### src/ccpp_pkg.sv
// shared types, constants and functions for the constant pool parser
// no dependencies; imported by every module of the block
package ccpp_pkg;

  localparam int unsigned ByteW   = 8;
  localparam int unsigned CountW  = 16;
  localparam int unsigned ValueW  = 32;
  localparam int unsigned AccW    = 64;
  localparam int unsigned FieldW  = 4;
  localparam int unsigned OutDataW = 104;  // 99 payload bits padded to whole bytes
  localparam int unsigned AddrW   = 3;

  // status codes
  localparam logic [1:0] StOk     = 2'd0;
  localparam logic [1:0] StTrunc  = 2'd1;
  localparam logic [1:0] StBadTag = 2'd2;

  // class-file entry tags
  localparam logic [ByteW-1:0] TagUtf8           = 8'd1;
  localparam logic [ByteW-1:0] TagInteger        = 8'd3;
  localparam logic [ByteW-1:0] TagFloat          = 8'd4;
  localparam logic [ByteW-1:0] TagLong           = 8'd5;
  localparam logic [ByteW-1:0] TagDouble         = 8'd6;
  localparam logic [ByteW-1:0] TagClass          = 8'd7;
  localparam logic [ByteW-1:0] TagString         = 8'd8;
  localparam logic [ByteW-1:0] TagFieldref       = 8'd9;
  localparam logic [ByteW-1:0] TagMethodref      = 8'd10;
  localparam logic [ByteW-1:0] TagIfaceMethodref = 8'd11;
  localparam logic [ByteW-1:0] TagNameAndType    = 8'd12;
  localparam logic [ByteW-1:0] TagMethodHandle   = 8'd15;
  localparam logic [ByteW-1:0] TagMethodType     = 8'd16;
  localparam logic [ByteW-1:0] TagInvokeDynamic  = 8'd18;

  // register index of pool_count
  localparam logic RegPoolCount = 1'b0;

  typedef enum logic [3:0] {
    PH_TAG    = 4'b0001,
    PH_FIELDS = 4'b0010,
    PH_TEXT   = 4'b0100,
    PH_IDLE   = 4'b1000
  } phase_e;

  typedef struct packed {
    logic [ByteW-1:0]  tag;
    logic [CountW-1:0] index;
    logic [ValueW-1:0] first;
    logic [ValueW-1:0] second;
    logic [ByteW-1:0]  text;
    logic              is_text;
    logic              last;
    logic              done;
    logic [1:0]        status;
  } res_t;

  typedef struct packed {
    logic [ByteW-1:0] data;
    logic             start;
    logic             eod;
  } in_beat_t;

  // field bytes following a tag; zero flags an unknown tag
  function automatic logic [FieldW-1:0] field_size(input logic [ByteW-1:0] tag);
    logic [FieldW-1:0] sz;
    begin
      case (tag)
        TagUtf8, TagClass, TagString, TagMethodType:        sz = 4'd2;
        TagInteger, TagFloat, TagFieldref, TagMethodref,
        TagIfaceMethodref, TagNameAndType, TagInvokeDynamic: sz = 4'd4;
        TagLong, TagDouble:                                  sz = 4'd8;
        TagMethodHandle:                                     sz = 4'd3;
        default:                                             sz = 4'd0;
      endcase
      return sz;
    end
  endfunction

endpackage

### src/ccpp_in_reg.sv
// input register stage for the constant pool parser
// depends on ccpp_pkg
module ccpp_in_reg (
  input  logic               clk_i,
  input  logic               rst_ni,
  input  logic               valid_i,
  output logic               ready_o,
  input  ccpp_pkg::in_beat_t beat_i,
  output logic               valid_o,
  input  logic               take_i,
  output ccpp_pkg::in_beat_t beat_o
);
  import ccpp_pkg::*;

  logic     valid_q, valid_d;
  in_beat_t beat_q;

  assign ready_o = !valid_q || take_i;
  assign valid_d = (valid_i && ready_o) ? 1'b1 : (take_i ? 1'b0 : valid_q);

  always_ff @(posedge clk_i or negedge rst_ni) begin
    if (!rst_ni) begin
      valid_q <= 1'b0;
    end else begin
      valid_q <= valid_d;
    end
  end

  always_ff @(posedge clk_i) begin
    if (valid_i && ready_o) begin
      beat_q <= beat_i;
    end
  end

  assign valid_o = valid_q;
  assign beat_o  = beat_q;
endmodule

### src/ccpp_parse.sv
// parser state and per-byte step logic for the constant pool parser
// depends on ccpp_pkg
module ccpp_parse (
  input  logic                           clk_i,
  input  logic                           rst_ni,
  input  logic                           step_i,
  input  ccpp_pkg::in_beat_t             beat_i,
  input  logic [ccpp_pkg::CountW-1:0]    pool_count_i,
  output logic                           res_valid_o,
  output ccpp_pkg::res_t                 res_o
);
  import ccpp_pkg::*;

  phase_e             phase_q, phase_d, phase_s;
  logic [ByteW-1:0]   tag_q, tag_d;
  logic [FieldW-1:0]  fbl_q, fbl_d, fbl_s, fbl_m, fsz;
  logic [AccW-1:0]    acc_q, acc_d, acc_s, acc_n;
  logic [CountW-1:0]  tbl_q, tbl_d, tbl_s, tbl_m;
  logic [CountW-1:0]  entry_q, entry_d, entry_s;
  logic               halted_q, halted_d, halted_s;
  logic               done;
  logic [ValueW-1:0]  first, second;

  always_comb begin
    phase_s  = beat_i.start ? PH_TAG : phase_q;
    entry_s  = beat_i.start ? CountW'(1) : entry_q;
    halted_s = beat_i.start ? 1'b0 : halted_q;
    fbl_s    = beat_i.start ? '0 : fbl_q;
    acc_s    = beat_i.start ? '0 : acc_q;
    tbl_s    = beat_i.start ? '0 : tbl_q;

    acc_n = {acc_s[AccW-ByteW-1:0], beat_i.data};
    fbl_m = fbl_s - FieldW'(1);
    tbl_m = tbl_s - CountW'(1);
    fsz   = field_size(beat_i.data);
    done  = ({1'b0, entry_s} + {{CountW{1'b0}}, 1'b1}) >= {1'b0, pool_count_i};

    // decode of the completed field bytes
    first  = '0;
    second = '0;
    case (tag_q)
      TagInteger, TagFloat: first = acc_n[31:0];
      TagLong, TagDouble: begin
        first  = acc_n[63:32];
        second = acc_n[31:0];
      end
      TagMethodHandle: begin
        first  = {24'd0, acc_n[23:16]};
        second = {16'd0, acc_n[15:0]};
      end
      TagFieldref, TagMethodref, TagIfaceMethodref, TagNameAndType,
      TagInvokeDynamic: begin
        first  = {16'd0, acc_n[31:16]};
        second = {16'd0, acc_n[15:0]};
      end
      default: first = {16'd0, acc_n[15:0]};
    endcase

    phase_d  = phase_s;
    tag_d    = tag_q;
    fbl_d    = fbl_s;
    acc_d    = acc_s;
    tbl_d    = tbl_s;
    entry_d  = entry_s;
    halted_d = halted_s;

    res_valid_o = 1'b0;
    res_o        = '0;
    res_o.tag    = tag_q;
    res_o.index  = entry_s;
    res_o.status = StOk;

    if (!halted_s) begin
      unique case (phase_s)
        PH_TAG: begin
          if (entry_s < pool_count_i) begin
            tag_d     = beat_i.data;
            res_o.tag = beat_i.data;
            fbl_d     = fsz;
            acc_d     = '0;
            if (fsz == '0) begin
              res_valid_o  = 1'b1;
              res_o.last   = 1'b1;
              res_o.status = StBadTag;
              halted_d     = 1'b1;
            end else begin
              phase_d = PH_FIELDS;
              if (beat_i.eod) begin
                res_valid_o  = 1'b1;
                res_o.last   = 1'b1;
                res_o.status = StTrunc;
                halted_d     = 1'b1;
              end
            end
          end
        end
        PH_FIELDS: begin
          acc_d = acc_n;
          fbl_d = fbl_m;
          if (fbl_m != '0) begin
            if (beat_i.eod) begin
              res_valid_o  = 1'b1;
              res_o.last   = 1'b1;
              res_o.status = StTrunc;
              halted_d     = 1'b1;
            end
          end else if (tag_q == TagUtf8 && first != '0) begin
            // utf8 header, text bytes follow
            tbl_d        = first[CountW-1:0];
            phase_d      = PH_TEXT;
            res_valid_o  = 1'b1;
            res_o.first  = first;
            res_o.last   = beat_i.eod;
            res_o.status = beat_i.eod ? StTrunc : StOk;
            halted_d     = beat_i.eod;
          end else begin
            // a finished entry reports the slot after the advance
            entry_d      = entry_s + CountW'(1);
            phase_d      = done ? PH_IDLE : PH_TAG;
            res_valid_o  = 1'b1;
            res_o.index  = entry_d;
            res_o.first  = first;
            res_o.second = second;
            res_o.last   = 1'b1;
            res_o.done   = done;
            res_o.status = (beat_i.eod && !done) ? StTrunc : StOk;
            halted_d     = beat_i.eod && !done;
          end
        end
        PH_TEXT: begin
          tbl_d         = tbl_m;
          res_valid_o   = 1'b1;
          res_o.text    = beat_i.data;
          res_o.is_text = 1'b1;
          if (tbl_m != '0) begin
            res_o.last   = beat_i.eod;
            res_o.status = beat_i.eod ? StTrunc : StOk;
            halted_d     = beat_i.eod;
          end else begin
            entry_d      = entry_s + CountW'(1);
            phase_d      = done ? PH_IDLE : PH_TAG;
            res_o.index  = entry_d;
            res_o.last   = 1'b1;
            res_o.done   = done;
            res_o.status = (beat_i.eod && !done) ? StTrunc : StOk;
            halted_d     = beat_i.eod && !done;
          end
        end
        PH_IDLE: begin
        end
        default: begin
        end
      endcase
    end
    res_valid_o = res_valid_o && step_i;
  end

  always_ff @(posedge clk_i or negedge rst_ni) begin
    if (!rst_ni) begin
      phase_q  <= PH_TAG;
      tag_q    <= '0;
      fbl_q    <= '0;
      acc_q    <= '0;
      tbl_q    <= '0;
      entry_q  <= CountW'(1);
      halted_q <= 1'b0;
    end else if (step_i) begin
      phase_q  <= phase_d;
      tag_q    <= tag_d;
      fbl_q    <= fbl_d;
      acc_q    <= acc_d;
      tbl_q    <= tbl_d;
      entry_q  <= entry_d;
      halted_q <= halted_d;
    end
  end
endmodule

### src/ccpp_out_reg.sv
// result register for the constant pool parser
// depends on ccpp_pkg
module ccpp_out_reg (
  input  logic           clk_i,
  input  logic           rst_ni,
  input  logic           load_i,
  input  ccpp_pkg::res_t res_i,
  input  logic           ready_i,
  output logic           free_o,
  output logic           valid_o,
  output ccpp_pkg::res_t res_o
);
  import ccpp_pkg::*;

  logic valid_q, valid_d;
  res_t res_q;

  assign free_o  = !valid_q || ready_i;
  assign valid_d = load_i ? 1'b1 : (ready_i ? 1'b0 : valid_q);

  always_ff @(posedge clk_i or negedge rst_ni) begin
    if (!rst_ni) begin
      valid_q <= 1'b0;
    end else begin
      valid_q <= valid_d;
    end
  end

  always_ff @(posedge clk_i) begin
    if (load_i) begin
      res_q <= res_i;
    end
  end

  assign valid_o = valid_q;
  assign res_o   = res_q;
endmodule

### src/class_constant_pool_parser_core.sv
// an accepted byte's record is registered in the input reg, then in the result reg
// throughput: one byte per cycle while the result register has room;
// every byte needs only a single state update
// a byte is taken while a result waits, as long as the result register drains that cycle
// reset: asynchronous active low; parser returns to expecting a tag at entry one,
// pool_count clears to zero, both pipeline registers empty
// top level of the constant pool parser; depends on ccpp_pkg and the ccpp_* modules
module class_constant_pool_parser_core (
  input  logic                           clk_i,
  input  logic                           rst_ni,
  // byte stream in
  input  logic                           s_axis_tvalid,
  output logic                           s_axis_tready,
  input  logic [7:0]                     s_axis_tdata,   // [7:0] byte_value
  input  logic                           s_axis_tuser,   // [0] start_of_pool
  input  logic                           s_axis_tlast,   // end_of_data
  // result records out
  output logic                           m_axis_tvalid,
  input  logic                           m_axis_tready,
  // [7:0] entry_tag, [23:8] entry_index, [55:24] first_value,
  // [87:56] second_value, [95:88] text_byte, [96] pool_done, [98:97] status, rest zero
  output logic [ccpp_pkg::OutDataW-1:0]  m_axis_tdata,
  output logic                           m_axis_tuser,   // [0] is_text_byte
  output logic                           m_axis_tlast,   // last_of_entry
  // register port
  input  logic                           psel,
  input  logic                           penable,
  input  logic                           pwrite,
  input  logic [ccpp_pkg::AddrW-1:0]     paddr,
  input  logic [31:0]                    pwdata,
  output logic [31:0]                    prdata,
  output logic                           pready
);
  import ccpp_pkg::*;

  logic [CountW-1:0] pool_count_q;
  logic              cfg_wr;

  in_beat_t          in_beat, stage_beat;
  logic              stage_valid;
  logic              out_free;   // result register can take a new record this cycle
  logic              step;       // the staged byte goes through the parser
  logic              res_valid;
  res_t              res, out_res;

  // register port: one register, byte address 0, low address bits ignored
  assign pready = 1'b1;
  assign cfg_wr = psel && penable && pwrite && (paddr[AddrW-1] == RegPoolCount);
  assign prdata = (paddr[AddrW-1] == RegPoolCount) ? {16'd0, pool_count_q} : 32'd0;

  always_ff @(posedge clk_i or negedge rst_ni) begin
    if (!rst_ni) begin
      pool_count_q <= '0;
    end else if (cfg_wr) begin
      pool_count_q <= pwdata[CountW-1:0];
    end
  end

  assign in_beat.data  = s_axis_tdata;
  assign in_beat.start = s_axis_tuser;
  assign in_beat.eod   = s_axis_tlast;

  // input beat register
  ccpp_in_reg u_in_reg (
    .clk_i   (clk_i),
    .rst_ni  (rst_ni),
    .valid_i (s_axis_tvalid),
    .ready_o (s_axis_tready),
    .beat_i  (in_beat),
    .valid_o (stage_valid),
    .take_i  (step),
    .beat_o  (stage_beat)
  );

  // the staged byte advances whenever the result register has room,
  // whether or not it ends up producing a record
  assign step = stage_valid && out_free;

  ccpp_parse u_parse (
    .clk_i        (clk_i),
    .rst_ni       (rst_ni),
    .step_i       (step),
    .beat_i       (stage_beat),
    .pool_count_i (pool_count_q),
    .res_valid_o  (res_valid),
    .res_o        (res)
  );

  ccpp_out_reg u_out_reg (
    .clk_i   (clk_i),
    .rst_ni  (rst_ni),
    .load_i  (res_valid),
    .res_i   (res),
    .ready_i (m_axis_tready),
    .free_o  (out_free),
    .valid_o (m_axis_tvalid),
    .res_o   (out_res)
  );

  // pack the record onto the output beat
  assign m_axis_tdata = {5'd0, out_res.status, out_res.done, out_res.text,
                         out_res.second, out_res.first, out_res.index, out_res.tag};
  assign m_axis_tuser = out_res.is_text;
  assign m_axis_tlast = out_res.last;
endmodule

### config.mk
export PLATFORM = sky130hd
export DESIGN_NAME = class_constant_pool_parser_core
export DESIGN_NICKNAME = d
export VERILOG_FILES = /design/src/ccpp_pkg.sv /design/src/ccpp_in_reg.sv /design/src/ccpp_parse.sv /design/src/ccpp_out_reg.sv /design/src/class_constant_pool_parser_core.sv
export SDC_FILE = /design/constraint.sdc
export NUM_CORES = 1
export LEC_CHECK = 0
export BUFFER_PORTS_ARGS = -buffer_cell sky130_fd_sc_hd__buf_4
export CAP_MARGIN = 15
export CORE_MARGIN = 1
export CORE_UTILIZATION = 35
export DETAILED_ROUTE_END_ITERATION = 10
export PLACE_DENSITY = 0.6
export SLEW_MARGIN = 40
export SYNTH_ARGS = -nofsm -noshare
export SYNTH_HDL_FRONTEND = slang
export SYNTH_SLANG_ARGS = --single-unit
### constraint.sdc
create_clock -name clk_i -period 9.7 [get_ports clk_i]
set_input_delay 0.485 -clock clk_i [delete_from_list [all_inputs] [get_ports clk_i]]
set_output_delay 0.485 -clock clk_i [all_outputs]
set_load 0.01 [all_outputs]
==> flow_summary.json, run 1 <==
{
  "slowest_stage": "and4b_1",
  "synth_edf_count": 111,
  "start_kind": "flop",
  "die_x_um": 197,
  "drv_slew": 0,
  "multi_input_area_um2": 6180,
  "rsz0062_at_grt": "no",
  "ys_types": 87,
  "final_cells": 1932,
  "slowest_delay_ns": 0.71,
  "cts_inserted_buffers": 28,
  "grt_use_total": 0.196,
  "dp.cells": 1877,
  "leakagePower_nw": 6.42,
  "post-dp-hpwl_um": 26500,
  "cts.clk_slew.worst_paths_ns": 0.05,
  "drtIter0Drc": 1087,
  "met3_usage": 0.0269,
  "busiest_layer": "met2",
  "register_area_um2": 6490,
  "final_nets": 1500,
  "max-cap-violations": 0,
  "yosys.area_share.simple": 0.179,
  "skew_ns": 0.0299,
  "critPathCapture": "u_out_reg.res_o[82]$_DFFE_PP_",
  "n_fill_cell": 3650,
  "rrSetupSlack_ns": 4.71,
  "antenna_found_initial": 0,
  "p_comb_frac": 0.269,
  "synth_top_area_cell": "edfxtp_1",
  "grt_pass1_wl_um": 59800,
  "slew_headroom": 0.420,
  "setup_viol": 0,
  "worstPathArrival_ns": 5.27,
  "port-buffer-count": 152,
  "worstPathRequired_ns": 9.98,
  "gp_congestion": 0.881,
  "crit_family": "simple AND/OR/NAND/NOR gates",
  "critPathLaunch": "u_in_reg.beat_o[1]$_DFFE_PP_",
  "cp_num_buf_inv": 2,
  "core.rowCount": 70,
  "ys_ff_latch": 238,
  "ioPinCount": 193,
  "tightest_slew_ns": 0.864,
  "start_util": 0.359,
  "synthArstFlopShare": 0.517,
  "fin_crit_sh": 0.515,
  "hold_violations": 0,
  "cts_buffer_depth": 3,
  "critical-path-top-cell-by-count": "nor2_1",
  "drive_gt1_frac": 0.202,
  "cp-end-kind": "flop",
  "grt_pass1_vias": 10406,
  "vias": 10662,
  "synth_area_leaders": "edfxtp_1 (25%), dfrtp_1 (23%), ha_1 (4.0%), mux2_2 (3.3%), nor2_1 (3.3%)",
  "synth_common_cells": "dfrtp_1 (121), nor2_1 (115), nand2_1 (113), edfxtp_1 (111), o21ai_0 (68)",
  "hold_buffers": 0,
  "cp_max_fo": 63,
  "reg2reg_depth": 12,
  "post-route-min-period_ns": 4.99,
  "post-route-util": 0.422,
  "cts_tree": "yes",
  "tns_ns": 0,
  "switching_share": 0.336,
  "clockRootBuffer": "clkbuf_16",
  "viasPerCell": 5.52,
  "clock_sink_count": 238,
  "hp-class": "primary input to flop",
  "dpl_cell_area_um2": 14700,
  "antenna_cells": 0,
  "power_frac_seq": 0.425,
  "crit_type": "flop to flop",
  "use_met1": 0.266,
  "worstSetupPathDepth": 12,
  "synth_ff_type": "dfrtp_1",
  "synthAdderAreaFrac": 0.0397,
  "cellInternalPower_mw": 2.12,
  "synthMuxAreaShare": 0.0445,
  "path_cells": "buf_6, buf_4, nor4_4, and4b_1, a22oi_1, mux2i_1, nor2_1, and4_4, a21boi_4, o21a_2, nor2_1, mux2_2",
  "fmax_ghz": 0.200,
  "insertion_delay_ns": 0.56,
  "drt-pass1-iter-count": 8,
  "synth_top_family_by_area": "simple AND/OR/NAND/NOR gates",
  "wl_um": 38100,
  "power-per-cell-area_nw_per_um2": 205,
  "p_clk_frac": 0.305,
  "yosysWarnings": 0,
  "avgRoutedWirePerCell_um": 19.7,
  "cts_setup_buffers": 0,
  "synth_area_per_cell_um2": 10.3,
  "status": "finished clean",
  "synth_xor_xnor_area_share": 0.0192,
  "p_sw_mw": 1.08,
  "grt_max_degree": 69,
  "worstReg2RegStart": "u_in_reg.beat_o[1]$_DFFE_PP_",
  "synth_seq_area_share": 0.490,
  "core_area_um2": 37000,
  "drc": 0,
  "ir_drop_mv": 0.134,
  "cts_resized": 0,
  "yosysTopAreaCellShare": 0.252,
  "htree_levels": 1,
  "overflow": 0,
  "dieArea_um2": 38600,
  "final_antenna_net_count": 0,
  "synth_compound_area_frac": 0.175,
  "synthCells": 1290,
  "use_met2": 0.318,
  "design_area_um2": 15600,
  "netlist_area_um2": 13300,
  "r2r-end": "u_out_reg.res_o[82]$_DFFE_PP_",
  "synthMostInstantiatedCell": "dfrtp_1",
  "area_growth_pct": 17.7,
  "die_y_um": 197
}
[worst min path at each step]
stage	startpoint	end	slack, ns	depth (start not counted)
finish	s_axis_tdata[5]	u_in_reg.beat_o[7]$_DFFE_PP_	0.13	1
detailed placement	u_parse.entry_q[0]$_DFFE_PN1P_	u_parse.entry_q[0]$_DFFE_PN1P_	0.49	1
CTS	rst_ni	u_parse.tbl_q[4]$_DFFE_PN0P_	0.04	1
global route	s_axis_tdata[5]	u_in_reg.beat_o[7]$_DFFE_PP_	0.11	1
floorplan	rst_ni	pool_count_q[0]$_DFFE_PN0P_	0.19	0
global placement	pool_count_q[8]$_DFFE_PN0P_	pool_count_q[8]$_DFFE_PN0P_	0.49	1
[final cells by class]
cell class,count,area share
flip-flops and latches,238,0.417
multi-input cells,931,0.396
repair buffers,172,0.0842
clock buffers,36,0.0469
well taps,504,0.0404
inverters,35,0.00842
clock inverters,16,0.00746
[kinds of logic (layout without fill, tap and decap cells)]
family | Yosys count | after routing
mux | 54 | 54
flops | 238 | 238
compound gates | 327 | 327
other cells | 2 | 22
buf+inv | 141 | 259
xor+xnor | 29 | 29
fa+ha+maj | 42 | 42
simple gates | 457 | 457
[power groups by stage]
stage | sequential (mW) | combinational (mW) | clock [mW]
after floorplan | 1.37 | 0.554 | 0
after global placement | 1.38 | 0.839 | 0
after detailed placement | 1.38 | 0.858 | 0
after CTS | 1.36 | 0.862 | 1.00
after global routing | 1.38 | 0.940 | 1.04
final | 1.36 | 0.862 | 0.976
[placed cells by master (no fill, tap or decap), types with 12 or more instances in the layout]
cell	Yosys	final
a21o_1	12	12
a21oi_1	50	50
a22o_1	42	42
a22oi_1	34	34
and2_1	34	34
and3_1	20	20
buf_4	26	165
clkbuf_16	0	28
conb_1	2	22
dfrtp_1	121	120
edfxtp_1	111	111
ha_1	42	42
inv_1	35	35
mux2_2	39	39
mux2i_1	15	15
nand2_1	113	112
nand2b_1	13	13
nand3_1	21	21
nor2_1	115	111
nor2b_1	34	34
nor3_1	28	28
nor4_1	14	14
o21ai_0	68	68
o221ai_1	14	14
xnor2_1	21	21
[metrics by stage]
step / power (mW) / hold slack (ns) / setup slack [ns]
3_5_place_dp: 2.24 / 0.488 / 4.64
3_3_place_gp: 2.22 / 0.487 / 4.33
5_1_grt: 3.36 / 0.108 / 4.47
2_1_floorplan: 1.92 / 0.189 / 1.52
6_report: 3.20 / 0.129 / 4.71
4_1_cts: 3.23 / 0.0397 / 4.63
[state kept, by name, indices dropped and copies added (netlist names), named ones only]
signal,flops
pool_count_q,16
u_parse.phase_q,4
u_out_reg.res_o,101
u_parse.entry_q,16
u_in_reg.beat_o,10
u_parse.tag_q,8
u_parse.fbl_q,4
u_parse.tbl_q,16
u_out_reg.valid_o,1
u_parse.halted_q,1
u_parse.acc_q,56
u_in_reg.valid_o,1
[layer usage]
| layer | up-vias | part of all wire |
|---|---|---|
| met3 | 88 | 0.054 |
| met4 | 0 | 0.039 |
| met2 | 419 | 0.46 |
| met5 | - | 0 |
| met1 | 5193 | 0.44 |
| li1 | 4962 | - |
Note: power is estimated with default switching activity, not from simulation.
==> inputs of run 2 (changes only) <==
- clock period: 9.7 -> 5.1 ns (I/O delays scaled with it)
==> run 2 against run 1 <==
Via count up 1.4%. Combinational power increased by 97%. Design area increased by 3.3%. Power increased by 97%. Critical endpoint is now u_out_reg.res_o[0]$_SDFFCE_PP0P_. Largest cell class unchanged. Largest power group unchanged.
==> flow_summary.json, run 2 (same netlist as run 1, synthesis figures left out) <==
{
  "cts_tree": "yes",
  "viasPerCell": 5.47,
  "final_antenna_net_count": 0,
  "drive_gt1_frac": 0.210,
  "rrSetupSlack_ns": 0.51,
  "dieArea_um2": 38600,
  "core_area_um2": 37000,
  "holdPathStages": 3,
  "clockRootBuffer": "clkbuf_16",
  "fin_total_pwr_mw": 6.31,
  "p_comb_frac": 0.270,
  "max-cap-violations": 0,
  "fmax_ghz": 0.218,
  "area_growth_pct": 21.5,
  "insertion_delay_ns": 0.55,
  "start_util": 0.359,
  "power-per-cell-area_nw_per_um2": 391,
  "cellInternalPower_mw": 4.23,
  "cts_resized": 0,
  "die_x_um": 197,
  "final_common_cell": "buf_4",
  "power_frac_seq": 0.407,
  "cts_setup_buffers": 0,
  "p_clk_frac": 0.323,
  "setup_viol": 0,
  "wl_um": 39000,
  "final_nets": 1546,
  "drt-pass1-iter-count": 5,
  "hold_buffers": 28,
  "grt_pass1_wl_um": 60700,
  "hp-class": "primary input to flop",
  "vias": 10809,
  "htree_levels": 1,
  "cp_max_fo": 11,
  "drc": 0,
  "avgRoutedWirePerCell_um": 19.7,
  "cp-end-kind": "flop",
  "mostFrequentLayoutCells": "buf_4 (188), dfrtp_1 (121), nand2_1 (113)",
  "tightest_slew_ns": 0.830,
  "post-route-min-period_ns": 4.59,
  "die_y_um": 197,
  "reg2reg_depth": 18,
  "rsz0062_at_grt": "no",
  "grt_max_degree": 59,
  "cts_buffer_depth": 3,
  "clock_sink_count": 238,
  "core.rowCount": 70,
  "cts.clk_slew.worst_paths_ns": 0.06,
  "skew_ns": 0.0180,
  "fin_crit_sh": 0.900,
  "worstReg2RegStart": "u_in_reg.beat_o[1]$_DFFE_PP_",
  "hold-path-endpoint": "u_in_reg.valid_o$_DFFE_PN0P_",
  "post-route-util": 0.436,
  "overflow": 0,
  "leakagePower_nw": 6.67,
  "drtIter0Drc": 965,
  "switching_share": 0.330,
  "cts_inserted_buffers": 27,
  "ioPinCount": 193,
  "largest_reg_flops": 101,
  "crit_type": "flop to flop",
  "worstPathRequired_ns": 5.40,
  "grt_pass1_vias": 10552,
  "grt_use_total": 0.200,
  "p_sw_mw": 2.08,
  "tns_ns": 0,
  "ir_drop_mv": 0.249,
  "gp_congestion": 0.884,
  "r2r-end": "u_out_reg.res_o[0]$_SDFFCE_PP0P_",
  "hold_violations": 0,
  "drv_slew": 0,
  "status": "finished clean",
  "worstPathArrival_ns": 4.89,
  "antenna_found_initial": 0,
  "hp-start": "m_axis_tready",
  "slew_headroom": 0.447,
  "antenna_cells": 0,
  "port-buffer-count": 152,
  "start_kind": "flop",
  "post-dp-hpwl_um": 27400
}
## run 2: cell count changes in the layout (fill, tap and decap cells not counted), moves of 3 or more
cell           before  now
bufinv_16           1    4
clkinv_1            5    2
clkbuf_8            0    3
buf_4             165  188
clkinv_2            7    1
dlygate4sd3_1       1   28
buf_6               4    0
## run 2: metal layers
metal	up-vias	share of wire	track usage
li1	5056	-	-
met1	5284	0.45	0.271
met2	404	0.47	0.328
met3	65	0.061	0.0305
met4	0	0.026	0.0600
met5	-	0	0
## run 2: worst max path at each step
stage | slack (ns) | from | end
final | 0.51 | u_in_reg.beat_o[1]$_DFFE_PP_ | u_out_reg.res_o[0]$_SDFFCE_PP0P_
after global routing | 0.24 | u_in_reg.beat_o[1]$_DFFE_PP_ | u_out_reg.res_o[0]$_SDFFCE_PP0P_
after CTS | 0.50 | u_in_reg.beat_o[1]$_DFFE_PP_ | u_out_reg.res_o[0]$_SDFFCE_PP0P_
after detailed placement | 0.55 | u_in_reg.beat_o[1]$_DFFE_PP_ | u_out_reg.res_o[0]$_SDFFCE_PP0P_
after global placement | 0.62 | u_in_reg.beat_o[1]$_DFFE_PP_ | u_out_reg.res_o[0]$_SDFFCE_PP0P_
after floorplan | 0.01 | u_in_reg.beat_o[1]$_DFFE_PP_ | u_out_reg.res_o[0]$_SDFFCE_PP0P_
## run 2: power groups by stage
| stage | clock network, mW | logic [mW] | registers (mW) |
|---|---|---|---|
| 2_1_floorplan | 0 | 1.06 | 2.58 |
| 3_3_place_gp | 0 | 1.65 | 2.60 |
| 3_5_place_dp | 0 | 1.67 | 2.60 |
| 4_1_cts | 2.06 | 1.70 | 2.57 |
| 5_1_grt | 2.14 | 1.86 | 2.60 |
| 6_report | 2.04 | 1.70 | 2.57 |
## run 2: through the flow
stage	setup WS (ns)	cells	hold WS [ns]	instance area, µm²
final	0.510	1977	0.0330	16100
after global routing	0.243	1977	0.0697	16100
after CTS	0.505	1975	0.0298	16100
after detailed placement	0.549	1897	0.326	14900
after global placement	0.625	1897	0.328	14900
after floorplan	0.0111	1310	-0.0406	13300
## run 2: final cells by class
class | count | area [µm²]
repair buffers | 219 | 1740
clock buffers | 37 | 743
inverters | 35 | 131
flip-flops and latches | 238 | 6490
fillers | 3588 | 20900
clock inverters | 13 | 181
well taps | 504 | 631
multi-input cells | 931 | 6190
## run 2: worst max-delay path, cell delays in order (launching register included)
cell and delay (ns):
edfxtp_1 0.56, nor2b_1 0.29, ha_1 0.25, nand4_1 0.12, nor3b_1 0.39, nand4_1 0.32, nor2_1 0.32, xor2_1 0.14
ha_1 0.31, nand2_1 0.05, nor3_1 0.27, and3_1 0.22, o221ai_1 0.12, a31oi_1 0.18, a311o_1 0.26, nand2_1 0.08
nor2_1 0.08, o21ai_0 0.14, o211a_1 0.25
